`src/rtl/core/ffba_pkg.sv`:
```
// ----------------------------------------------------------------------------
// ffba_pkg
// Shared types, constants and codes of the first-fit block allocator.
// ----------------------------------------------------------------------------
package ffba_pkg;

  localparam int unsigned NumBlocks = 2048;
  localparam int unsigned HdrAw     = $clog2(NumBlocks);
  localparam int unsigned StepW     = $clog2(NumBlocks);
  localparam int unsigned IdxW      = 12;
  localparam int unsigned CntW      = 13;
  localparam int unsigned PayW      = 11;
  localparam int unsigned HdrW      = IdxW + CntW;

  // one above the last header index of the pool
  localparam logic [IdxW:0] PoolLimit = (IdxW+1)'(NumBlocks);

  typedef enum logic {
    OPC_ALLOC = 1'b0,
    OPC_FREE  = 1'b1
  } opcode_e;

  typedef enum logic [1:0] {
    ST_ALLOC       = 2'd0,
    ST_NOFIT       = 2'd1,
    ST_FREED       = 2'd2,
    ST_FREED_EMPTY = 2'd3
  } status_e;

  typedef struct packed {
    opcode_e           opcode;
    logic [PayW-1:0]   block_count;
    logic [PayW-1:0]   handle_index;
  } req_t;

  typedef struct packed {
    status_e           status;
    logic [PayW-1:0]   payload_index;
  } rsp_t;

  // header word: link in the upper bits, run length or count in the lower
  typedef struct packed {
    logic [IdxW-1:0]   next;
    logic [CntW-1:0]   count;
  } hdr_t;

  localparam hdr_t HdrInit = '{next: '0, count: CntW'(NumBlocks)};

  typedef enum logic [2:0] {
    ADDR_IND,
    ADDR_NEXT,
    ADDR_TGT,
    ADDR_PREV,
    ADDR_I
  } addr_sel_e;

  typedef enum logic [2:0] {
    WD_ALLOC,
    WD_TGT,
    WD_PREV,
    WD_I_EMPTY,
    WD_I_HEAD,
    WD_I_MID,
    WD_C_LINK
  } wdata_sel_e;

  typedef enum logic {
    HEAD_TGT,
    HEAD_I
  } head_sel_e;

  typedef enum logic [3:0] {
    S_IDLE,
    S_DECODE,
    S_A_CHK,
    S_A_WIND,
    S_A_WTGT,
    S_A_LINK,
    S_A_PREV,
    S_F_CNT,
    S_F_WEMPTY,
    S_F_WALK,
    S_F_REREAD,
    S_F_PLACE,
    S_F_LINK,
    S_DONE
  } ctrl_state_e;

  typedef struct packed {
    logic       load;
    logic       mem_we;
    addr_sel_e  addr_sel;
    wdata_sel_e wdata_sel;
    logic       rd_latch;
    logic       run_latch;
    logic       step;
    logic       head_ld;
    head_sel_e  head_sel;
    logic       empty_set;
    logic       empty_clr;
    logic       res_ld;
    status_e    res_status;
    logic       out_ld;
  } dp_cmd_t;

  typedef struct packed {
    logic is_free;
    logic empty;
    logic bad_handle;
    logic fits;
    logic nx_zero;
    logic nx_ge_i;
    logic steps_last;
    logic split;
    logic first;
    logic tgt_zero;
    logic c_gt_i;
  } dp_sts_t;

endpackage

```
`src/rtl/core/ffba_ctrl.sv`:
```
// ----------------------------------------------------------------------------
// ffba_ctrl
// Request sequencer: list walks, header updates and result handoff.
// ----------------------------------------------------------------------------
module ffba_ctrl (
  input  logic              clk_i,
  input  logic              rst_ni,
  input  logic              in_valid_i,
  output logic              in_ready_o,
  output logic              out_valid_o,
  input  logic              out_ready_i,
  input  ffba_pkg::dp_sts_t sts_i,
  output ffba_pkg::dp_cmd_t cmd_o
);
  import ffba_pkg::*;

  ctrl_state_e state_q, state_d;
  logic        out_valid_q, out_valid_d;

  always_ff @(posedge clk_i or negedge rst_ni) begin
    if (!rst_ni) begin
      state_q     <= S_IDLE;
      out_valid_q <= 1'b0;
    end else begin
      state_q     <= state_d;
      out_valid_q <= out_valid_d;
    end
  end

  always_comb begin
    state_d    = state_q;
    cmd_o      = '0;
    in_ready_o = 1'b0;

    unique case (state_q)
      S_IDLE: begin
        in_ready_o = 1'b1;
        if (in_valid_i) begin
          cmd_o.load = 1'b1;
          state_d    = S_DECODE;
        end
      end

      S_DECODE: begin
        if (!sts_i.is_free) begin
          if (sts_i.empty) begin
            cmd_o.res_ld     = 1'b1;
            cmd_o.res_status = ST_NOFIT;
            state_d          = S_DONE;
          end else begin
            cmd_o.addr_sel = ADDR_IND;
            state_d        = S_A_CHK;
          end
        end else if (sts_i.bad_handle) begin
          cmd_o.res_ld     = 1'b1;
          cmd_o.res_status = sts_i.empty ? ST_FREED_EMPTY : ST_FREED;
          state_d          = S_DONE;
        end else begin
          cmd_o.addr_sel = ADDR_I;
          state_d        = S_F_CNT;
        end
      end

      // one header per cycle: the next read is issued from the link just read
      S_A_CHK: begin
        if (sts_i.fits) begin
          cmd_o.rd_latch = 1'b1;
          state_d        = S_A_WIND;
        end else if (sts_i.nx_zero || sts_i.steps_last) begin
          cmd_o.res_ld     = 1'b1;
          cmd_o.res_status = ST_NOFIT;
          state_d          = S_DONE;
        end else begin
          cmd_o.step     = 1'b1;
          cmd_o.addr_sel = ADDR_NEXT;
        end
      end

      S_A_WIND: begin
        cmd_o.mem_we    = 1'b1;
        cmd_o.addr_sel  = ADDR_IND;
        cmd_o.wdata_sel = WD_ALLOC;
        state_d         = sts_i.split ? S_A_WTGT : S_A_LINK;
      end

      S_A_WTGT: begin
        cmd_o.mem_we    = 1'b1;
        cmd_o.addr_sel  = ADDR_TGT;
        cmd_o.wdata_sel = WD_TGT;
        state_d         = S_A_LINK;
      end

      S_A_LINK: begin
        if (sts_i.first) begin
          if (sts_i.tgt_zero && !sts_i.split) begin
            cmd_o.empty_set = 1'b1;
          end else begin
            cmd_o.head_ld  = 1'b1;
            cmd_o.head_sel = HEAD_TGT;
          end
          cmd_o.res_ld     = 1'b1;
          cmd_o.res_status = ST_ALLOC;
          state_d          = S_DONE;
        end else begin
          cmd_o.addr_sel = ADDR_PREV;
          state_d        = S_A_PREV;
        end
      end

      S_A_PREV: begin
        cmd_o.mem_we     = 1'b1;
        cmd_o.addr_sel   = ADDR_PREV;
        cmd_o.wdata_sel  = WD_PREV;
        cmd_o.res_ld     = 1'b1;
        cmd_o.res_status = ST_ALLOC;
        state_d          = S_DONE;
      end

      S_F_CNT: begin
        cmd_o.run_latch = 1'b1;
        if (sts_i.empty) begin
          state_d = S_F_WEMPTY;
        end else begin
          cmd_o.addr_sel = ADDR_IND;
          state_d        = S_F_WALK;
        end
      end

      S_F_WEMPTY: begin
        cmd_o.mem_we     = 1'b1;
        cmd_o.addr_sel   = ADDR_I;
        cmd_o.wdata_sel  = WD_I_EMPTY;
        cmd_o.head_ld    = 1'b1;
        cmd_o.head_sel   = HEAD_I;
        cmd_o.empty_clr  = 1'b1;
        cmd_o.res_ld     = 1'b1;
        cmd_o.res_status = ST_FREED_EMPTY;
        state_d          = S_DONE;
      end

      S_F_WALK: begin
        if (sts_i.nx_zero || sts_i.nx_ge_i) begin
          cmd_o.rd_latch = 1'b1;
          state_d        = S_F_PLACE;
        end else begin
          cmd_o.step     = 1'b1;
          cmd_o.addr_sel = ADDR_NEXT;
          // walk bound hit: cursor moved without its header in hand
          if (sts_i.steps_last) begin
            state_d = S_F_REREAD;
          end
        end
      end

      S_F_REREAD: begin
        cmd_o.rd_latch = 1'b1;
        state_d        = S_F_PLACE;
      end

      S_F_PLACE: begin
        cmd_o.mem_we   = 1'b1;
        cmd_o.addr_sel = ADDR_I;
        if (sts_i.c_gt_i) begin
          cmd_o.wdata_sel  = WD_I_HEAD;
          cmd_o.head_ld    = 1'b1;
          cmd_o.head_sel   = HEAD_I;
          cmd_o.res_ld     = 1'b1;
          cmd_o.res_status = ST_FREED;
          state_d          = S_DONE;
        end else begin
          cmd_o.wdata_sel = WD_I_MID;
          state_d         = S_F_LINK;
        end
      end

      S_F_LINK: begin
        cmd_o.mem_we     = 1'b1;
        cmd_o.addr_sel   = ADDR_IND;
        cmd_o.wdata_sel  = WD_C_LINK;
        cmd_o.res_ld     = 1'b1;
        cmd_o.res_status = ST_FREED;
        state_d          = S_DONE;
      end

      S_DONE: begin
        if (!out_valid_q || out_ready_i) begin
          cmd_o.out_ld = 1'b1;
          state_d      = S_IDLE;
        end
      end

      default: begin
        state_d = S_IDLE;
      end
    endcase
  end

  always_comb begin
    out_valid_d = out_valid_q;
    if (out_valid_q && out_ready_i) begin
      out_valid_d = 1'b0;
    end
    if (cmd_o.out_ld) begin
      out_valid_d = 1'b1;
    end
  end

  assign out_valid_o = out_valid_q;

  a_accept_decode: assert property (@(posedge clk_i) disable iff (!rst_ni)
    in_valid_i && in_ready_o |=> state_q == S_DECODE)
    else $error("accepted request not decoded");

  a_result_source: assert property (@(posedge clk_i) disable iff (!rst_ni)
    $rose(out_valid_o) |-> $past(state_q == S_DONE))
    else $error("result beat raised outside handoff");

  a_handoff_free_slot: assert property (@(posedge clk_i) disable iff (!rst_ni)
    state_q == S_DONE && !out_valid_q |=> state_q == S_IDLE && out_valid_q)
    else $error("result not handed off to empty output slot");

endmodule

```
`config.mk`:
```
export PLATFORM = sky130hd
export DESIGN_NAME = ffba_ctrl
export DESIGN_NICKNAME = d
export VERILOG_FILES = /design/src/rtl/core/ffba_pkg.sv /design/src/rtl/core/ffba_ctrl.sv
export SDC_FILE = /design/constraint.sdc
export NUM_CORES = 1
export LEC_CHECK = 0
export ABC_AREA = 1
export BUFFER_PORTS_ARGS = -buffer_cell sky130_fd_sc_hd__buf_4
export CAP_MARGIN = 0
export CORE_MARGIN = 4
export CORE_UTILIZATION = 35
export DETAILED_ROUTE_END_ITERATION = 6
export SLEW_MARGIN = 20
export SYNTH_ARGS = -nofsm -noshare
export SYNTH_HDL_FRONTEND = slang
export SYNTH_SLANG_ARGS = --single-unit
```
`constraint.sdc`:
```
create_clock -name clk_i -period 3.2 [get_ports clk_i]
set_clock_uncertainty 0.2 [all_clocks]
set_input_delay 0.32 -clock clk_i [delete_from_list [all_inputs] [get_ports clk_i]]
set_output_delay 0.32 -clock clk_i [all_outputs]
set_load 0.1 [all_outputs]
```
==> impl_metrics.py <==
metrics = {
    "worst_setup_path": {
        "arrival_ps": 1750,
        "cp_cell_sequence": "inv_2 > nor2_4 > nand2_2 > nor2_2 > inv_1 > o311ai_1 > buf_4",
        "startpoint": "state_q[3]$_DFFE_PN0P_",
        "critPathCapture": "cmd_o[2]",
        "critPathRequiredTime_ps": 2680,
        "cp.depth": 7,
        "ff2ff_path_depth": 8,
        "cpLargestDelayFamily": "flip-flops",
        "endpoint_kind": "output port",
        "path_class": "reg -> out",
        "r2r_start": "state_q[3]$_DFFE_PN0P_",
        "path_max_fanout": 6,
        "cp_slowest_stage_delay_ps": 500,
        "crit_buf_inv": 3,
        "startpoint_type": "flip-flop",
        "rrSetupSlack_ps": 1560,
        "rr_endpoint": "state_q[0]$_DFFE_PN0P_",
        "cp_slowest_cell": "dfrtp_1",
    },
    "grt": {
        "track_usage_pct": 16.2,
        "grt_overflow_total": 0,
        "antenna_found_initial": 0,
        "grt_pass1_wl_microns": 3370,
        "grt_max_degree": 9,
        "grt_pass1_vias": 836,
    },
    "clock_tree": {
        "clock-root-buffer": "clkbuf_4",
        "clockBufferDepth": 2,
        "h-tree-depth": 1,
        "cts.reportedPaths.clkPinSlew_ps": 40,
        "cts_tree": "yes",
        "cts_resized": 0,
        "clock_latency_ps": 250,
        "cts.sinks": 5,
        "postCtsSetupRepairBufs": 0,
        "cts_inserted_buffers": 3,
    },
    "routing": {
        "wl_microns": 2180,
        "drc": 0,
        "drt-pass1-iter-count": 4,
        "postRouteAntennaNets": 0,
        "vias": 932,
        "viasPerCell": 4.61,
        "wl_per_cell_microns": 10.8,
        "drt-initial-drc-count": 27,
    },
    "yosys": {
        "synthMostInstantiatedCell": "nand2_1",
        "synth_top_family_by_area": "simple AND/OR/NAND/NOR gates",
        "post_synth_instance_area_sq_um": 722,
        "synth_fa_ha_area_share_pct": 0,
        "muxShareOfSynthArea_pct": 0,
        "synth-seq-cells": 5,
        "synth-simple-area-share_pct": 55.6,
        "netlist.area_leader.share_pct": 21.8,
        "async_reset_ff_share_pct": 100,
        "yosysTopAreaCell": "nand2_1",
        "avgSynthCellArea_sq_um": 5.31,
        "synth-xor-area-share_pct": 0,
        "synth_flop_cell": "dfrtp_1",
        "syn_nets": 151,
        "synth_area_leaders": "nand2_1 (22%), dfrtp_1 (17%), inv_1 (14%)",
        "netlist_instances": 136,
        "synth_compound_area_share_pct": 9.88,
        "ys_seq_area_share_pct": 17.3,
        "synth_cell_types": 18,
        "netlist_top_cells_count": "nand2_1 (42), inv_1 (27), nor2_1 (17), nand3_1 (15)",
        "synth_edf_count": 0,
        "yosysWarnings": 0,
    },
    "sta": {
        "fin_ws_ps": 934,
        "timing.fmax_mhz": 441,
        "worst_pin_slew_ps": 293,
        "finalSetupViolCount": 0,
        "hold_viol": 0,
        "finalMaxSlewViolations": 0,
        "fin_crit_ps": 2270,
        "timing.hold.ws_ps": 63.9,
        "post-route-period-util_pct": 70.8,
        "rsz0062_at_grt": "false",
        "slew-limit-headroom_pct": 80.2,
    },
    "final_layout": {
        "fin_nets": 191,
        "area_growth_pct": 46.1,
        "layout-drive-gt1-share_pct": 31.4,
        "diodes": 0,
    },
    "hold_path": {
        "hold_path.class": "in -> reg",
    },
    "floorplanning": {
        "core_area_sq_um": 1960,
        "rows": 16,
        "die_y_microns": 53.4,
        "die_w_microns": 53.4,
        "die_area_sq_um": 2850,
        "io_pins": 36,
        "initial_utilization_pct": 36.8,
    },
    "run_status": {
        "outcome": "finished, final reports clean",
    },
    "flow_run": {
        "cap_violations": 0,
    },
    "placed_design": {
        "place_ws_ps": 1200,
        "hpwl_microns": 1890,
        "gp_congestion": 0.865,
        "port_buffers": 35,
    },
}
[per-layer routing]
metal	part of all wire (%)	track usage, %	vias up
met1	43	17.9	405
met5	0	0	-
li1	-	-	493
met4	0.96	8.51	0
met2	51	30.4	32
met3	5.1	0.563	2
[cell usage in the layout (no fill, tap or decap), drive strengths merged]
cell and n:
a21oi 2, clkbuf 4, dfrtp 5, nor3 1, inv 31, nand3b 1, dlygate4sd3 1, o311ai 1
nand2 45, nor2 24, o211ai 3, nand3 16, buf 35, o21ai 6
[worst min path at each step]
stage	start	to	slack, ps	cells after the start
2_1_floorplan	rst_ni	out_valid_o$_DFFE_PN0P_	-180	0
3_3_place_gp	rst_ni	state_q[0]$_DFFE_PN0P_	-80	1
3_5_place_dp	rst_ni	state_q[1]$_DFFE_PN0P_	-80	1
4_1_cts	out_ready_i	out_valid_o$_DFFE_PN0P_	60	2
5_1_grt	out_ready_i	out_valid_o$_DFFE_PN0P_	80	2
6_report	out_ready_i	out_valid_o$_DFFE_PN0P_	60	2
[timing repair]
action,4_1_cts,5_1_grt
setup endpoints to repair,0,0
hold buffers,1,0
endpoints found under the hold margin,5,0
[registers in the layout (all words and copies together), names as in the netlist]
| register | cells |
|---|---|
| out_valid_o | 1 |
| state_q | 4 |
[logic make-up after synthesis]
family / after synthesis
buffers and inverters: 32
AO/OA/AOI/OAI: 12
AND/OR/NAND/NOR: 87
flip-flops: 5
[per-stage QoR]
step | TNS [ps] | area, sq um | cells | utilization [%]
floorplan | -349 | 729 | 136 | -
detailed placement | 0 | 1020 | 197 | 51.9
finish | 0 | 1050 | 202 | 53.8
global placement | 0 | 1020 | 197 | 51.9
CTS | 0 | 1050 | 202 | 53.8
global route | 0 | 1050 | 202 | 53.8
[final cells by class]
cell class / instances / area [sq um]
clock buffers: 4 / 26.3
repair buffers: 36 / 273
flip-flops and latches: 5 / 125
well taps: 27 / 33.8
fillers: 220 / 907
inverters: 31 / 116
multi-input cells: 99 / 480
Power is left out: the tool's default activity adds up to more than one toggle a clock period on the data nets, which glitch-free logic cannot reach.
